==> src/rtl/vector_field_trilinear_sampler_core_assert.svh <==
// Assertion macros for the sampler core.
`ifndef VECTOR_FIELD_TRILINEAR_SAMPLER_CORE_ASSERT_SVH
`define VECTOR_FIELD_TRILINEAR_SAMPLER_CORE_ASSERT_SVH

// Same-cycle implication, disabled in reset.
`define VFTS_ASSERT_IMP(lbl, ante, cons, msg) \
  lbl: assert property (@(posedge clk) disable iff (!rst_n) (ante) |-> (cons)) \
    else $error(msg);

// Next-cycle implication, disabled in reset.
`define VFTS_ASSERT_NXT(lbl, ante, cons, msg) \
  lbl: assert property (@(posedge clk) disable iff (!rst_n) (ante) |=> (cons)) \
    else $error(msg);

`endif

==> src/rtl/vfts_pkg.sv <==
package vfts_pkg;

  localparam int MAX_SAMPLES_X_DEF = 64;
  localparam int MAX_SAMPLES_Y_DEF = 64;
  localparam int MAX_FRAMES_DEF    = 4;

  localparam int VAL_W   = 32;
  localparam int POS_W   = 25;  // query position plus one bit for the half-cell offset
  localparam int WGT_W   = 26;  // blend weight, Q8, may exceed one
  localparam int IDX_W   = 11;  // cell index before narrowing
  localparam int ACC_W   = 60;  // product of difference and weight
  localparam int WLO_W   = 13;  // low partial product slice of the weight
  localparam int HALF_STEP = 128;
  localparam int ROUND_HALF = 128;

  localparam logic [1:0] CMD_WRITE  = 2'd0;
  localparam logic [1:0] CMD_INTERP = 2'd1;
  localparam logic [1:0] CMD_DERIV  = 2'd2;

  localparam logic [1:0] CFG_SAMPLES_X  = 2'd0;
  localparam logic [1:0] CFG_SAMPLES_Y  = 2'd1;
  localparam logic [1:0] CFG_NUM_FRAMES = 2'd2;

  localparam logic [6:0] SAMPLES_X_RST  = 7'd64;
  localparam logic [6:0] SAMPLES_Y_RST  = 7'd64;
  localparam logic [2:0] NUM_FRAMES_RST = 3'd4;

  typedef struct packed {
    logic                     start;
    logic signed [VAL_W-1:0]  a;
    logic signed [VAL_W-1:0]  b;
    logic signed [WGT_W-1:0]  w;
  } blend_req_t;

  function automatic logic signed [VAL_W-1:0] sat32(input logic signed [63:0] v);
    if (v > 64'sh0000_0000_7FFF_FFFF) begin
      return 32'sh7FFF_FFFF;
    end else if (v < -64'sh0000_0000_8000_0000) begin
      return 32'sh8000_0000;
    end else begin
      return v[VAL_W-1:0];
    end
  endfunction

endpackage

==> src/rtl/vfts_blend.sv <==
// a + floor(((b - a) * w + 128) / 256), saturated.
module vfts_blend import vfts_pkg::*; (
  input  logic                    clk,
  input  logic                    rst_n,
  input  blend_req_t              req,
  output logic                    done,
  output logic signed [VAL_W-1:0] res
);

  logic [2:0]               step_r;
  logic signed [VAL_W-1:0]  a_r;
  logic signed [VAL_W:0]    diff_r;
  logic signed [WGT_W-1:0]  w_r;
  logic signed [ACC_W-1:0]  acc_r;
  logic signed [VAL_W-1:0]  res_r;
  logic signed [ACC_W-1:0]  pp_lo;
  logic signed [ACC_W-1:0]  pp_hi;
  logic signed [ACC_W-1:0]  rnd;
  logic signed [63:0]       sum;

  always_comb begin
    pp_lo = diff_r * $signed({1'b0, w_r[WLO_W-1:0]});
    pp_hi = diff_r * $signed(w_r[WGT_W-1:WLO_W]);
    rnd   = acc_r + ACC_W'(ROUND_HALF);
    sum   = {{(64-VAL_W){a_r[VAL_W-1]}}, a_r} + {{(64-ACC_W+8){rnd[ACC_W-1]}}, rnd[ACC_W-1:8]};
  end

  always_ff @(posedge clk) begin
    if (!rst_n) begin
      step_r <= 3'd0;
    end else begin
      case (step_r)
        3'd0: if (req.start) step_r <= 3'd1;
        3'd4: step_r <= 3'd0;
        default: step_r <= step_r + 3'd1;
      endcase
    end
  end

  always_ff @(posedge clk) begin
    case (step_r)
      3'd0: begin
        if (req.start) begin
          a_r    <= req.a;
          w_r    <= req.w;
          diff_r <= {req.b[VAL_W-1], req.b} - {req.a[VAL_W-1], req.a};
        end
      end
      3'd1: acc_r <= pp_lo;
      3'd2: acc_r <= acc_r + (pp_hi <<< WLO_W);
      3'd3: res_r <= sat32(sum);
      default: ;
    endcase
  end

  assign done = (step_r == 3'd4);
  assign res  = res_r;

endmodule
==> config.mk <==
export PLATFORM = sky130hd
export DESIGN_NAME = vfts_blend
export DESIGN_NICKNAME = d
export VERILOG_FILES = /design/src/rtl/vector_field_trilinear_sampler_core_assert.svh /design/src/rtl/vfts_pkg.sv /design/src/rtl/vfts_blend.sv
export SDC_FILE = /design/constraint.sdc
export NUM_CORES = 2
export LEC_CHECK = 0
export BUFFER_PORTS_ARGS = -buffer_cell sky130_fd_sc_hd__buf_2
export CORE_ASPECT_RATIO = 1.25
export CORE_MARGIN = 3
export CORE_UTILIZATION = 50
export DETAILED_ROUTE_END_ITERATION = 16
export PLACE_DENSITY = 0.64
export SETUP_SLACK_MARGIN = 0.3
export SKIP_LAST_GASP = 1
export SLEW_MARGIN = 10
export SYNTH_ARGS = -nofsm -noshare
export SYNTH_HDL_FRONTEND = slang
export SYNTH_SLANG_ARGS = --single-unit
==> constraint.sdc <==
create_clock -name clk -period 11.8 [get_ports clk]
set_clock_uncertainty 0.2 [all_clocks]
set_input_delay 1.18 -clock clk [delete_from_list [all_inputs] [get_ports clk]]
set_output_delay 1.18 -clock clk [all_outputs]
set_load 0.1 [all_outputs]
# After elaboration in Yosys (flattened, before gate mapping)
# Cells that the tools add are included.
[totals]
ff_bits = 186
latch_bits = 0
ram_bits = 0
mem_bits_ro = 0
input_bits = 93
elab_cells = 27
memories = 0
[op_classes]
add_sub_neg = 5
mul = 2
n_div = 0
magnitude_cmp = 2
eq_ne = 5
shifts = 0
mux = 4
n_bitwise = 0
n_reduce_logical = 3
[ops]
columns = ["op", "count"]
rows = [
  ["$pmux 60 s2", 1],
  ["$add 60x59->60", 1],
  ["$add 60x9->60 const B", 1],
  ["$add 32x52->53", 1],
  ["$gt 53x32->1 const B", 1],
  ["$lt 53x32->1 const B", 1],
  ["$mul 33x14->47", 1],
  ["$mul 33x13->46", 1],
  ["$sub 32x32->33", 1],
  ["$mux 32", 1],
  ["$eq 3x2->1 const B", 2],
  ["$pmux 3 s2", 1],
  ["$add 3x1->3 const B", 1],
  ["$eq 3x1->1 const B", 1],
  ["$eq 3x3->1 const B", 1],
  ["$logic_not 3->1", 1],
  ["$mux 3", 1],
  ["$ne 2x2->1 const B", 1],
  ["$reduce_and 2->1", 1],
  ["$reduce_bool 2->1", 1],
]

# Logic depth before layout (Yosys ltp)
[logic_depth]
word_depth = 4
depth_mapped = 36

# Worst setup path after synthesis
# No wires, ideal clock.
[synth_timing]
kind = "flip-flop to flip-flop"
start = "reg diff_r[8]"
end = "reg acc_r[51] (data pin)"
setup_ps = 270
t_arrival_ps = 7788
path_slack_ps = 3542
stages_incl_launch_ff = 32
n_path_buf = 1
synth_period_minus_slack_ps = 8258
cell_sequence = "edfxtp_1 -> clkbuf_1 -> nand2_1 -> fa_1 -> fa_1 -> inv_1 -> fa_1 -> fa_1 -> fa_1 -> fa_1 -> ha_1 -> and3_1 -> a221oi_1 -> o21ai_0 -> a211oi_1 -> nor2b_1 -> o21a_1 -> o21ai_0 -> o21ai_0 -> xnor2_1 -> ha_1 -> a21o_1 -> a21o_1 -> a21oi_1 -> nand2_1 -> or3_1 -> o21ai_0 -> o21ai_0 -> a21o_1 -> a21oi_1 -> xor2_1 -> o21ai_0"
[synth_via]
elab_chain_len = 3
word_cells_on_any_way = 4
[synth_rtl]
columns = ["element", "line_no", "text"]
rows = [
  ["start, declared", "vfts_blend.sv:12", "logic signed [VAL_W:0] diff_r;"],
  ["start signal, assigned", "vfts_blend.sv:46", "diff_r <= {req.b[VAL_W-1], req.b} - {req.a[VAL_W-1], req.a};"],
  ["$mul 33x13->46", "vfts_blend.sv:23", "pp_hi = diff_r * $signed(w_r[WGT_W-1:WLO_W]);"],
  ["$add 60x59->60", "vfts_blend.sv:50", "3'd2: acc_r <= acc_r + (pp_hi <<< WLO_W);"],
  ["$pmux 60 s2 (*)", "vfts_blend.sv:41", "case (step_r)"],
  ["end signal, assigned", "vfts_blend.sv:49", "3'd1: acc_r <= pp_lo;"],
  ["end signal, assigned", "vfts_blend.sv:50", ""],
  ["end, declared", "vfts_blend.sv:14", "logic signed [ACC_W-1:0] acc_r;"],
]
# Every way passes the cells marked *; elsewhere a longest branch is shown, timed or not.
# A chain may end at the register's enable or synchronous reset.

# Final worst setup path
[layout_timing]
start = "reg w_r[14]"
end = "reg acc_r[54] (data pin)"
[layout_via]
elab_chain_len = 3
[layout_rtl]
columns = ["element", "line_no", "text"]
rows = [
  ["start, declared", "vfts_blend.sv:13", "logic signed [WGT_W-1:0] w_r;"],
  ["start signal, assigned", "vfts_blend.sv:45", "w_r <= req.w;"],
  ["$mul 33x13->46", "vfts_blend.sv:23", ""],
  ["$add 60x59->60", "vfts_blend.sv:50", ""],
  ["$pmux 60 s2", "vfts_blend.sv:41", ""],
]
# Every way passes these cells.

==> key figures <==
Run status
  • Outcome: finished clean

Yosys
  • Largest area contributor in the synthesized netlist: sky130_fd_sc_hd__fa_1
  • Count of flip-flops with a built-in enable after synthesis: 176
  • Seq cells post-synth: 179
  • FFs w/ async S/R, synth: 0
  • Top_reg_cell synth: sky130_fd_sc_hd__edfxtp_1
  • Register area share after synthesis: 0.123
  • Cell with the most instances after synthesis: sky130_fd_sc_hd__fa_1
  • Yosys cell types: 100
  • Gate count after technology mapping: 4,705
  • Avg Inst Size Synth: 9.21 µm²
  • Portion of synthesized cell area occupied by the leading cell type: 0.357
  • Mapped Nets: 5,922
  • Synthesis Warnings: 0
  • Total standard cell area after synthesis: 43,300 µm²
  • Post-synth top cells: sky130_fd_sc_hd__fa_1 (773), sky130_fd_sc_hd__inv_1 (728), sky130_fd_sc_hd__nand2_1 (661)
  • Leading post-synthesis cells by cell area: sky130_fd_sc_hd__fa_1 (36%), sky130_fd_sc_hd__edfxtp_1 (12%), sky130_fd_sc_hd__ha_1 (10%)

Placement
  • Area after detailed placement: 45,100 µm²
  • Post-placement setup slack: 1.91 ns
  • Half-perimeter wire length of the detailed placement result: 94,500 µm
  • Number of port buffers: 125
  • Placer Congestion: 0.912

Detailed routing
  • Overall via count from detail_route: 32,700
  • Antenna-violating nets left: 0
  • Starting DRT DRC Count: 1,842
  • Drt total wl: 116,000 µm
  • Initial DRT Pass Iterations: 5
  • Post-route DRC: 0
  • Drt via density: 5.55
  • Post-detailed-route wirelength per cell: 19.6 µm

Critical path
  • Crit Path Max Fanout: 33
  • Register-to-register setup slack: 1.81 ns
  • Worst setup path startpoint: w_r[14]
  • Logic depth of the worst setup path including buffers: 30
  • Family of cells with the greatest summed delay on the critical path: adder cells
  • Crit end category: flip-flop
  • Endpoint of the worst-slack reg-to-reg timing path: acc_r[54]
  • Worst setup path end: acc_r[54]
  • Peak per-stage delay on the critical path: 0.87 ns
  • Type of the worst setup path: reg -> reg
  • Critical path arrival: 10.01 ns
  • Critical path's slowest cell: sky130_fd_sc_hd__edfxtp_1
  • RR Startpoint: w_r[14]
  • Startpoint types: flip-flop
  • Number of cells traversed by the worst register-to-register path: 30
  • Worst EP required: 11.81 ns
  • CP bufs+invs: 2

Final layout
  • Layout overhead on the synthesized area: 5.48%
  • Area taken by multi-input logic gates: 34,500 µm²
  • Share of post-route cells with drive strength above 1: 0.0631
  • Post-route cell area: 45,700 µm²
  • Nets: 5,930
  • Layout Utilization: 0.533
  • Register area: 5350 µm²
  • Count of filler cells inserted in the layout: 7,906

CTS
  • Clock latency on the worst-skew pair: 0.51 ns
  • Max Root-Sink Buffers: 2
  • CTS tree: built
  • Clock buffer count from CTS: 17
  • Clock-pin slew reported for the worst setup and hold paths after clock tree synthesis: 0.08 ns
  • Number of sinks handled by clock tree synthesis: 179
  • CTS root buffer: sky130_fd_sc_hd__clkbuf_16
  • Level count of the clock H-tree: 4
  • Count of buffers added by post-CTS timing repair for setup: 0
  • Total of hold buffers inserted after clock tree synthesis: 0
  • Count of cells resized by post-cts repair: 0

STA
  • Period utilisation layout: 0.847
  • Final-report hold violation count: 0
  • Final number of setup-violating endpoints: 0
  • Remaining max-slew budget at the tightest pin: 0.207
  • Setup Total Neg Slack: 0 ns
  • Worst-margin pin slew: 1.19 ns
  • Post-route worst setup slack: 1.81 ns
  • RSZ-0062 raised after global routing: false
  • Number of max-slew violations in the final report: 0
  • Final critical delay including setup and external delays: 9.99 ns
  • Maximum clock frequency: 0.100 GHz

Floorplan
  • I/O pin cnt: 126
  • Die span in y: 335 µm
  • Core Region: 85,700 µm²
  • Std cell rows: 120
  • Die outline area: 90,200 µm²
  • Starting density of the core: 0.505
  • Die Span X: 269 µm

Job
  • Max-cap check violation count: 0

Global routing
  • Number of global-route vias before repair: 34,200
  • Largest net degree at the start of global routing: 56
  • GRT Total Usage: 0.262
  • Antenna violations before repair: 1
  • GR Overflow Total: 0
  • First-pass GRT wire length: 187,000 µm

Worst hold path
  • Class of the tightest hold or removal check: reg -> reg
## worst min-delay path by stage
stage / start / endpoint / slack (ns) / cells after the start
floorplan: step_r[1] / step_r[1] / 0.33 / 2
global route: step_r[1] / step_r[1] / 0.40 / 2
CTS: step_r[1] / step_r[1] / 0.38 / 2
finish: step_r[1] / step_r[1] / 0.38 / 2
detailed placement: step_r[1] / step_r[1] / 0.37 / 2
global placement: step_r[1] / step_r[1] / 0.36 / 2
## sequential cells by signal (all words and copies together), names as in the netlist
signal / flops
a_r: 32
acc_r: 53
diff_r: 33
res: 32
step_r: 3
w_r: 26
## metrics by stage
step / instances / hold WS, ns
after CTS: 5885 / 0.381
after floorplan: 4705 / 0.335
after detailed placement: 5853 / 0.370
after global routing: 5885 / 0.398
final: 5886 / 0.377
after global placement: 5853 / 0.358
## layout make-up
type | instances | area share
clock buffer | 18 | 0.00939
sequential | 179 | 0.117
inverter | 728 | 0.0598
multi-input combinational | 3599 | 0.754
antenna | 1 | 0.0000548
timing repair buffer | 188 | 0.0240
tap | 1159 | 0.0317
clock inverter | 14 | 0.00375
## cell families after synthesis
group                      after synthesis  synth area share
xor gates and xnor gates               238            0.0486
adders and majority gates             1124             0.459
muxes                                    7           0.00168
DFF                                    179             0.123
buffers and inverters                  927            0.0820
AOI/OAI and AO/OA                      687             0.111
and+or+nand+nor                       1543             0.175
## layer usage
layer,global-route usage,routed length [µm],up-vias
met5,0,0,-
met4,0.0748,3010,0
met3,0.0365,6220,152
met2,0.450,56700,872
met1,0.348,49600,16500
li1,-,-,15100
## worst reg2reg max path, delay by kind of cell, from the launching register on
| family | cells | cell delay, ns |
|---|---|---|
| flops | 1 | 0.87 |
| fa+ha+maj | 8 | 3.73 |
| buf+inv | 2 | 0.10 |
| simple gates | 6 | 1.13 |
| compound gates | 12 | 3.51 |
| xor+xnor | 2 | 0.21 |
## cells in the final DEF, fill, tap and decap left out, types with 10 or more instances in the layout
cell                          n
sky130_fd_sc_hd__fa_1       773
sky130_fd_sc_hd__edfxtp_1   176
sky130_fd_sc_hd__nor2b_1     32
sky130_fd_sc_hd__a21o_1      91
sky130_fd_sc_hd__and4_1      13
sky130_fd_sc_hd__o21a_1      30
sky130_fd_sc_hd__xor2_1      76
sky130_fd_sc_hd__ha_1       351
sky130_fd_sc_hd__xnor2_1    160
sky130_fd_sc_hd__nand3_1     66
sky130_fd_sc_hd__o31ai_1     15
sky130_fd_sc_hd__and3_1      40
sky130_fd_sc_hd__o21bai_1    22
sky130_fd_sc_hd__nand4_1     36
sky130_fd_sc_hd__a31oi_1     22
sky130_fd_sc_hd__nand2b_1    24
sky130_fd_sc_hd__buf_4       63
sky130_fd_sc_hd__and2_1     400
sky130_fd_sc_hd__a211oi_1    27
sky130_fd_sc_hd__o311ai_2    29
sky130_fd_sc_hd__nor3_1      43
sky130_fd_sc_hd__or3_1       10
sky130_fd_sc_hd__inv_1      728
sky130_fd_sc_hd__a21oi_1    192
sky130_fd_sc_hd__o211ai_1    20
sky130_fd_sc_hd__buf_2      125
sky130_fd_sc_hd__nand2_1    660
sky130_fd_sc_hd__clkbuf_16   17
sky130_fd_sc_hd__o21ai_0    132
sky130_fd_sc_hd__nor2_1     170
Power is left out: the tool's default activity adds up to more than one toggle a clock period on the data nets, which glitch-free logic cannot reach.
